File: src/rtl/tlsrd_pkg.sv
// tlsrd_pkg: types and constants for the tls 1.3 record deframer
// no dependencies; imported by tls13_record_deframer
package tlsrd_pkg;

   typedef enum logic [2:0] {
      PH_TYPE   = 3'd0,
      PH_VER_HI = 3'd1,
      PH_VER_LO = 3'd2,
      PH_LEN_HI = 3'd3,
      PH_LEN_LO = 3'd4,
      PH_BODY   = 3'd5
   } phase_type;

   typedef enum logic [1:0] {
      KIND_START = 2'd0,
      KIND_BODY  = 2'd1,
      KIND_ERROR = 2'd2
   } kind_type;

   typedef enum logic [2:0] {
      ERR_NONE      = 3'd0,
      ERR_ZERO_LEN  = 3'd1,
      ERR_TOO_LONG  = 3'd2,
      ERR_ALERT     = 3'd3,
      ERR_BAD_CCS   = 3'd4,
      ERR_SEQ_EXH   = 3'd5
   } err_type;

   localparam logic [7:0]  TYPE_CCS    = 8'd20;
   localparam logic [7:0]  TYPE_ALERT  = 8'd21;
   localparam logic [7:0]  CCS_BODY    = 8'h01;
   localparam logic [15:0] LIMIT_RESET = 16'h4000 + 16'd256;
   localparam logic [15:0] ALERT_LEN   = 16'd2;
   localparam logic [15:0] CCS_LEN     = 16'd1;

   localparam int RSP_DATA_W = 120;

endpackage

File: src/rtl/tls13_record_deframer.sv
// tls13_record_deframer: byte-wise tls 1.3 record header parser and body splitter
// depends on tlsrd_pkg
//
//   channel | dir | payload                                         | handshake
//   req     | in  | tdata: data_byte                                | tvalid/tready
//   rsp     | out | tdata: header, sequence, error; tuser: kind     | tvalid/tready/tlast
//   csr     | in  | max_record_length                               | write enable
//
// one byte per cycle while ready is high; each request's result, if any, is
// written to the result register. ready follows the result register: a new request
// is taken whenever that register is empty or drained in the same cycle.
// synchronous reset returns to the type byte with sequence zero, limit 16640.
// after any error all later requests are consumed with no result until reset.
module tls13_record_deframer
   import tlsrd_pkg::*;
(
   input  logic                  clock,
   input  logic                  reset,
   input  logic                  req_tvalid,
   output logic                  req_tready,
   input  logic [7:0]            req_tdata,   // [7:0] data_byte
   output logic                  rsp_tvalid,
   input  logic                  rsp_tready,
   output logic [RSP_DATA_W-1:0] rsp_tdata,   // body_byte, record_type, record_version,
                                              // record_length, sequence_number,
                                              // error_code, zero pad
   output logic [1:0]            rsp_tuser,   // [1:0] kind
   output logic                  rsp_tlast,   // is_last
   input  logic                  csr_we,
   input  logic [15:0]           csr_wdata    // max_record_length
);

   phase_type   phase_ff, phase_in;
   logic [7:0]  type_ff, type_in;
   logic [15:0] ver_ff, ver_in;
   logic [15:0] len_ff, len_in;
   logic [15:0] left_ff, left_in;
   logic [7:0]  first_ff, first_in;
   logic [63:0] seq_ff, seq_in;
   logic        failed_ff, failed_in;
   logic [15:0] limit_ff;

   logic        rsp_valid_ff, rsp_valid_in;
   logic [1:0]  rsp_kind_ff;
   logic [7:0]  rsp_body_ff;
   logic [7:0]  rsp_type_ff;
   logic [15:0] rsp_ver_ff;
   logic [15:0] rsp_len_ff;
   logic [63:0] rsp_seq_ff;
   logic        rsp_last_ff;
   logic [2:0]  rsp_code_ff;

   logic        accept;
   logic        res_valid;
   kind_type    res_kind;
   logic [7:0]  res_body;
   logic        res_last;
   err_type     res_code;

   logic [7:0]  b;
   logic        special_cur;
   logic        special_new;
   logic [15:0] len_new;
   logic [15:0] left_dec;
   logic        body_last;
   logic [7:0]  first_cur;

   assign b          = req_tdata;
   assign req_tready = !rsp_valid_ff || rsp_tready;
   assign accept     = req_tvalid && req_tready;

   assign len_new     = {len_ff[15:8], b};
   assign special_cur = (type_ff == TYPE_CCS) || (type_ff == TYPE_ALERT && len_ff == ALERT_LEN);
   assign special_new = (type_ff == TYPE_CCS) || (type_ff == TYPE_ALERT && len_new == ALERT_LEN);
   assign left_dec    = left_ff - 16'd1;
   assign body_last   = (left_dec == 16'd0);
   assign first_cur   = (left_ff == len_ff) ? b : first_ff;

   always_comb begin
      phase_in  = phase_ff;
      type_in   = type_ff;
      ver_in    = ver_ff;
      len_in    = len_ff;
      left_in   = left_ff;
      first_in  = first_ff;
      seq_in    = seq_ff;
      failed_in = failed_ff;
      res_valid = 1'b0;
      res_kind  = KIND_START;
      res_body  = 8'd0;
      res_last  = 1'b0;
      res_code  = ERR_NONE;
      if (accept && !failed_ff) begin
         case (phase_ff)
            PH_TYPE: begin
               type_in  = b;
               phase_in = PH_VER_HI;
            end
            PH_VER_HI: begin
               ver_in   = {b, 8'd0};
               phase_in = PH_VER_LO;
            end
            PH_VER_LO: begin
               ver_in   = {ver_ff[15:8], b};
               phase_in = PH_LEN_HI;
            end
            PH_LEN_HI: begin
               len_in   = {b, 8'd0};
               phase_in = PH_LEN_LO;
            end
            PH_LEN_LO: begin
               len_in = len_new;
               if (len_new == 16'd0) begin
                  failed_in = 1'b1;
                  res_valid = 1'b1;
                  res_kind  = KIND_ERROR;
                  res_code  = ERR_ZERO_LEN;
               end else if (len_new > limit_ff) begin
                  failed_in = 1'b1;
                  res_valid = 1'b1;
                  res_kind  = KIND_ERROR;
                  res_code  = ERR_TOO_LONG;
               end else begin
                  left_in  = len_new;
                  phase_in = PH_BODY;
                  if (!special_new) begin
                     res_valid = 1'b1;
                     if (seq_ff == '1) begin
                        failed_in = 1'b1;
                        res_kind  = KIND_ERROR;
                        res_code  = ERR_SEQ_EXH;
                     end else begin
                        res_kind = KIND_START;
                     end
                  end
               end
            end
            default: begin
               first_in = first_cur;
               left_in  = left_dec;
               if (body_last) begin
                  phase_in = PH_TYPE;
               end
               if (special_cur) begin
                  if (body_last) begin
                     if (type_ff == TYPE_CCS) begin
                        if (!(len_ff == CCS_LEN && first_cur == CCS_BODY)) begin
                           failed_in = 1'b1;
                           res_valid = 1'b1;
                           res_kind  = KIND_ERROR;
                           res_code  = ERR_BAD_CCS;
                        end
                     end else begin
                        failed_in = 1'b1;
                        res_valid = 1'b1;
                        res_kind  = KIND_ERROR;
                        res_body  = b;
                        res_code  = ERR_ALERT;
                     end
                  end
               end else begin
                  res_valid = 1'b1;
                  res_kind  = KIND_BODY;
                  res_body  = b;
                  res_last  = body_last;
                  if (body_last) begin
                     seq_in = seq_ff + 64'd1;
                  end
               end
            end
         endcase
      end
   end

   always_comb begin
      rsp_valid_in = rsp_valid_ff;
      if (rsp_tready) begin
         rsp_valid_in = 1'b0;
      end
      if (res_valid) begin
         rsp_valid_in = 1'b1;
      end
   end

   always_ff @(posedge clock) begin
      if (reset) begin
         phase_ff     <= PH_TYPE;
         type_ff      <= 8'd0;
         ver_ff       <= 16'd0;
         len_ff       <= 16'd0;
         left_ff      <= 16'd0;
         first_ff     <= 8'd0;
         seq_ff       <= 64'd0;
         failed_ff    <= 1'b0;
         limit_ff     <= LIMIT_RESET;
         rsp_valid_ff <= 1'b0;
      end else begin
         phase_ff     <= phase_in;
         type_ff      <= type_in;
         ver_ff       <= ver_in;
         len_ff       <= len_in;
         left_ff      <= left_in;
         first_ff     <= first_in;
         seq_ff       <= seq_in;
         failed_ff    <= failed_in;
         rsp_valid_ff <= rsp_valid_in;
         if (csr_we) begin
            limit_ff <= csr_wdata;
         end
      end
   end

   always_ff @(posedge clock) begin
      if (res_valid) begin
         rsp_kind_ff <= res_kind;
         rsp_body_ff <= res_body;
         rsp_type_ff <= type_in;
         rsp_ver_ff  <= ver_in;
         rsp_len_ff  <= len_in;
         rsp_seq_ff  <= seq_ff;
         rsp_last_ff <= res_last;
         rsp_code_ff <= res_code;
      end
   end

   assign rsp_tvalid = rsp_valid_ff;
   assign rsp_tuser  = rsp_kind_ff;
   assign rsp_tlast  = rsp_last_ff;
   assign rsp_tdata  = {5'd0, rsp_code_ff, rsp_seq_ff, rsp_len_ff, rsp_ver_ff,
                        rsp_type_ff, rsp_body_ff};

endmodule

File: config.mk
export PLATFORM = sky130hd
export DESIGN_NAME = tls13_record_deframer
export DESIGN_NICKNAME = d
export VERILOG_FILES = /design/src/rtl/tlsrd_pkg.sv /design/src/rtl/tls13_record_deframer.sv
export SDC_FILE = /design/constraint.sdc
export NUM_CORES = 1
export LEC_CHECK = 0
export BUFFER_PORTS_ARGS = -buffer_cell sky130_fd_sc_hd__buf_2
export CORE_MARGIN = 3
export CORE_UTILIZATION = 40
export CTS_CLUSTER_DIAMETER = 30
export CTS_CLUSTER_SIZE = 24
export DETAILED_ROUTE_END_ITERATION = 8
export PLACE_DENSITY_LB_ADDON = 0.1
export SLEW_MARGIN = 25
export SYNTH_ARGS = -nofsm -noshare
export SYNTH_HDL_FRONTEND = slang
export SYNTH_SLANG_ARGS = --single-unit
File: constraint.sdc
create_clock -name clock -period 5.73 [get_ports clock]
set_input_delay 0.2865 -clock clock [delete_from_list [all_inputs] [get_ports clock]]
set_output_delay 0.2865 -clock clock [all_outputs]
set_load 0.005 [all_outputs]
# == Yosys cells after proc, flatten, opt, wreduce, memory -nomap -nowiden ==
# Index checks and enable logic that the tools add are counted.
# Widths: inputs -> output; s select.
# word_totals
wordCells,123
regBits,267
# classes
n_lt_le_gt_ge,1
eq_ne,17
bitwise_logic,4
reduce_logical,26
muxes,55
add_sub_neg,2
# ops
cell,count
$pmux 16 s2,3
$add 64x1->64 const B,1
$eq 64x64->1 const B,1
$mux 16,4
$mux 8,6
$mux 3,11
$eq 16x2->1 const B,2
$logic_not 16->1,2
$mux 1,18
$eq 16x1->1 const B,1
$eq 16x16->1,1
$eq 8x5->1 const B,2
$gt 16x16->1,1
$mux 2,8
$sub 16x1->16 const B,1
$pmux 3 s5,1
$reduce_and 4->1,3
$eq 8x1->1 const B,1
$ne 4x4->1 const B,2
$reduce_and 7->1,1
$reduce_or 7->1,1
$eq 3x2->1 const B,2
$pmux 3 s2,1
$reduce_bool 2->1,3
other kinds (16),28

# == Logic depth before layout (Yosys ltp) ==
# logic_depth
ltp_word,11
mapped_depth,14

# == Worst setup path before layout ==
# Ideal clock, no wire load.
# synth_timing
kind,register to register
start,register left_ff[0]
end,"register rsp_body_ff[0], enable pin"
t_arrival_ns,5.153
required_time_ns,5.249
slack_ns,0.096
n_path_buf,2
stages_incl_launch_ff,12
setup_time_ns,0.481
path_cell_list,dfxtp_1 > buf_2 > inv_1 > ha_1 > buf_2 > o21bai_1 > a211oi_2 > a21oi_1 > or4_4 > or2_2 > o31a_1 > nand2_1
# synth_between
elab_chain_cells,10
word_cells_on_any_way,12
classes_between,add/sub: 1; eq/ne: 2; mux: 7; reduce/logical: 2
# synth_rtl
element,line,text
from (decl),tls13_record_deframer.sv:37,"logic [15:0] left_ff, left_in;"
from (signal assigned),tls13_record_deframer.sv:202,left_ff <= left_in;
"parallel branches: the longest is 6 deep, another holds $sub 16x1->16",-,
$mux 1 *,tls13_record_deframer.sv:145,if (body_last) begin
$mux 1 *,tls13_record_deframer.sv:144,if (special_cur) begin
$pmux 1 s2 *,tls13_record_deframer.sv:94,case (phase_ff)
$mux 1 *,tls13_record_deframer.sv:93,if (accept && !failed_ff) begin
via res_valid,tls13_record_deframer.sv:54,logic res_valid;
to (signal assigned),tls13_record_deframer.sv:216,rsp_body_ff <= res_body;
to (decl),tls13_record_deframer.sv:45,logic [7:0] rsp_body_ff;
# Mark *: on every way through the listed nets, which the timed path passes.
# A chain may end at the register's enable or synchronous reset.

# == Final worst setup path ==
# layout_timing
start,register left_ff[0]
end,register seq_ff[21]
# layout_between
elab_chain_cells,3
# layout_rtl
element,line,text
$sub 16x1->16,tls13_record_deframer.sv:75,assign left_dec = left_ff - 16'd1;
$logic_not 16->1,tls13_record_deframer.sv:76,assign body_last = (left_dec == 16'd0);
$reduce_and 4->1 (no line),-,
to (signal assigned),tls13_record_deframer.sv:204,seq_ff <= seq_in;
to (decl),tls13_record_deframer.sv:39,"logic [63:0] seq_ff, seq_in;"
# Every way passes these cells.

==> summary.md <==
| Metric | Value |
|---|---|
| Syn Area/Cell | `10.3 um2` |
| DRT iter0 DRCs | `705` |
| Total Power | `5500 uW` |
| Total negative setup slack | `0 ns` |
| H-tree levels | `2` |
| Post-synthesis cell area | `12,000 um2` |
| Post-DRT Antenna Nets | `0` |
| Vias per cell | `5.53` |
| Area contributors post-synth | `edfxtp_1 30%, dfxtp_1 25%, a21oi_1 3.8%, and2_1 2.7%, or4_1 2.6%` |
| Critical path's slowest cell | `nand4_1` |
| Sequential area share after synthesis | `0.544` |
| Status | `finished clean` |
| Async set-reset flop share out of synthesis | `0` |
| Startpoint types | `flip-flop` |
| Ys flop type | `dfxtp_1` |
| Final WL | `31.9 mm` |
| Share of cells above drive strength 1 | `0.225` |
| Total of max-cap violations | `0` |
| VDD IR-drop max | `0.000204 V` |
| CTS tree | `built` |
| Post-synthesis cell type count | `73` |
| Setup bufs post-CTS | `0` |
| WHS Path Cells | `2` |
| Area leader, netlist | `edfxtp_1` |
| Initial Utilization | `0.411` |
| Synth Instances | `1,168` |
| Core Box Area | `29,200 um2` |
| Hold Crit Class | `in2reg` |
| Hold_buf cts | `16` |
| I/O Buffers | `148` |
| Grt ovf | `0` |
| Nets@finish | `1,375` |
| Dpl hpwl | `20.7 mm` |
| TritonCTS Sinks | `267` |
| GP Congestion | `0.869` |
| Yosys Warn Count | `0` |
| Power density cells | `363 nW/um2` |
| Period utilisation layout | `0.733` |
| Critical path type | `reg2reg` |
| Longest Clk Path Bufs | `3` |
| Crit. End Element | `flip-flop` |
| Actual slew at the worst max-slew pin | `1.00 ns` |
| Dpl cells | `1,637` |
| Worst skew pair latency | `0.57 ns` |
| Number of remaining DRC errors | `0` |
| Fin cells | `1,758` |
| Number of synthesized flops with an enable pin | `118` |
| I/O pins | `154` |
| Top-area cell type share of the netlist area | `0.295` |
| Final Max Tran Viols | `0` |
| Cts bufs inserted | `56` |
| Cells along the critical path | `inv_1 -> ha_1 -> nor3_1 -> and4b_1 -> a211oi_1 -> nor4b_2 -> nand4_1 -> or4_1 -> a21oi_1` |
| Slowest stage delay, CP | `0.89 ns` |
| Crit path max-delay family | `simple AND/OR/NAND/NOR gates` |
| Resized Gates After CTS | `0` |
| Leakage | `0.00563 uW` |
| Commonest non-fill, non-tap cell in the layout | `dfxtp_1` |
| First-pass GRT wire length | `50.3 mm` |
| Worst Skew | `0.0191 ns` |
| Arrival @ worst endpoint | `4.67 ns` |
| Required @ worst endpoint | `6.20 ns` |
| Clk slew on worst S/H paths | `0.05 ns` |
| Crit path max fanout | `24` |
| Leading cell types in the layout, fill and taps excluded | `149 x dfxtp_1, 147 x buf_2, 118 x edfxtp_1, 90 x a21oi_1, 77 x nand2_1` |
| Vias in the first global route | `9,032` |
| Final Hold Fails | `0` |
| Via count | `9,729` |
| Die area | `32,100 um2` |
| Final core utilization | `0.519` |
| Crit path time final | `4.20 ns` |
| Die Ht | `179 um` |
| CTS root buf | `clkbuf_16` |
| Die Width | `179 um` |
| Drt first pass iters | `5` |
| Ant diodes | `0` |
| Critical Path Stages | `9` |
| Register-to-Register Path Depth | `9` |
| Achievable frequency | `238 MHz` |
| Pin count of the biggest net entering global routing | `87` |
| Slew HR | `0.332` |
| Synthesized flop and latch total | `267` |
| Row cnt | `62` |
| Initial antenna violation count | `0` |
| Area grow syn2layout | `26.2%` |
| Total GRT Usage | `0.197` |
| WL/cell | `18.2 um` |
| Critical path buffers and inverters | `1` |
| RSZ-0062 raised after global routing | `false` |
| Final setup viols | `0` |
-- worst reg2reg max path: stages (launching register included) --
cell	delay, ns
dfxtp_1	0.58
inv_1	0.09
ha_1	0.37
nor3_1	0.35
and4b_1	0.25
a211oi_1	0.08
nor4b_2	0.59
nand4_1	0.89
or4_1	0.78
a21oi_1	0.15
-- synthesized netlist by cell type, types with 8 or more instances --
master    number
nor4_1        26
and3_1        11
ha_1          19
nor3_1        17
or2_2          8
mux2i_1       15
a22o_1         8
or4_1         41
nand2_1       78
edfxtp_1     118
clkbuf_1      59
nand4_1       34
o32ai_1        9
and2_1        52
or3_1         16
a21oi_1       90
a31oi_1       20
nor2_1        65
o31ai_1       35
mux2_2        25
nor2b_1       10
inv_1         47
dfxtp_1      149
xnor2_1       19
o21ai_0       46
nand3_1       43
-- layout make-up --
| class | count | area [um2] |
|---|---|---|
| clock buffers | 67 | 1490 |
| well taps | 384 | 480 |
| repair buffers | 174 | 991 |
| fillers | 2703 | 14000 |
| clock inverters | 38 | 484 |
| flip-flops and latches | 267 | 6530 |
| inverters | 48 | 180 |
| multi-input cells | 780 | 4990 |
-- cell families (layout without fill, tap and decap cells) --
family | after synthesis | count (layout) | share of synthesized area
other | 1 | 5 | 0.000312
flip-flops | 267 | 267 | 0.544
AO/OA/AOI/OAI | 264 | 264 | 0.141
XOR/XNOR | 21 | 21 | 0.0153
buffers and inverters | 125 | 327 | 0.0433
AND/OR/NAND/NOR | 431 | 431 | 0.200
multiplexers | 40 | 40 | 0.0360
adder cells (fa/ha/maj) | 19 | 19 | 0.0198
-- power by group --
group,internal [uW],switching [uW],leakage (uW)
Combinational,73.5,116,0.00233
Clock,2200,1090,0.000925
Sequential,2000,16.6,0.00237
Total,4280,1230,0.00563
-- state kept, by name, indices dropped and copies added (netlist names) --
signal       flops
failed_ff        1
first_ff         8
left_ff         16
len_ff          16
limit_ff        16
phase_ff         3
rsp_body_ff      8
rsp_code_ff      3
rsp_len_ff      16
rsp_seq_ff      64
rsp_tlast        1
rsp_tuser        2
rsp_tvalid       1
rsp_type_ff      8
rsp_ver_ff      16
seq_ff          64
type_ff          8
ver_ff          16
-- metrics by stage --
step	area, um2	setup slack [ns]	hold slack (ns)
finish	15100	1.53	0.0607
global route	15100	1.21	0.0580
CTS	15100	1.59	0.0435
detailed placement	13000	1.59	0.448
global placement	13000	1.66	0.446
floorplan	12000	0.0958	0.417
-- worst paths after layout --
check / from / endpoint / slack [ns]
max: left_ff[0] / seq_ff[21] / 1.53
min: reset / limit_ff[1] / 0.06
max reg2reg: left_ff[0] / seq_ff[21] / 1.53
min reg2reg: first_ff[4] / first_ff[4] / 0.46
-- per-layer routing --
metal | global-route usage | vias up | share of wire
li1 | - | 4720 | -
met3 | 0.0292 | 49 | 0.058
met2 | 0.316 | 311 | 0.46
met1 | 0.276 | 4649 | 0.46
met4 | 0.0577 | 0 | 0.019
met5 | 0 | - | 0
(Power assumes the default switching activity.)
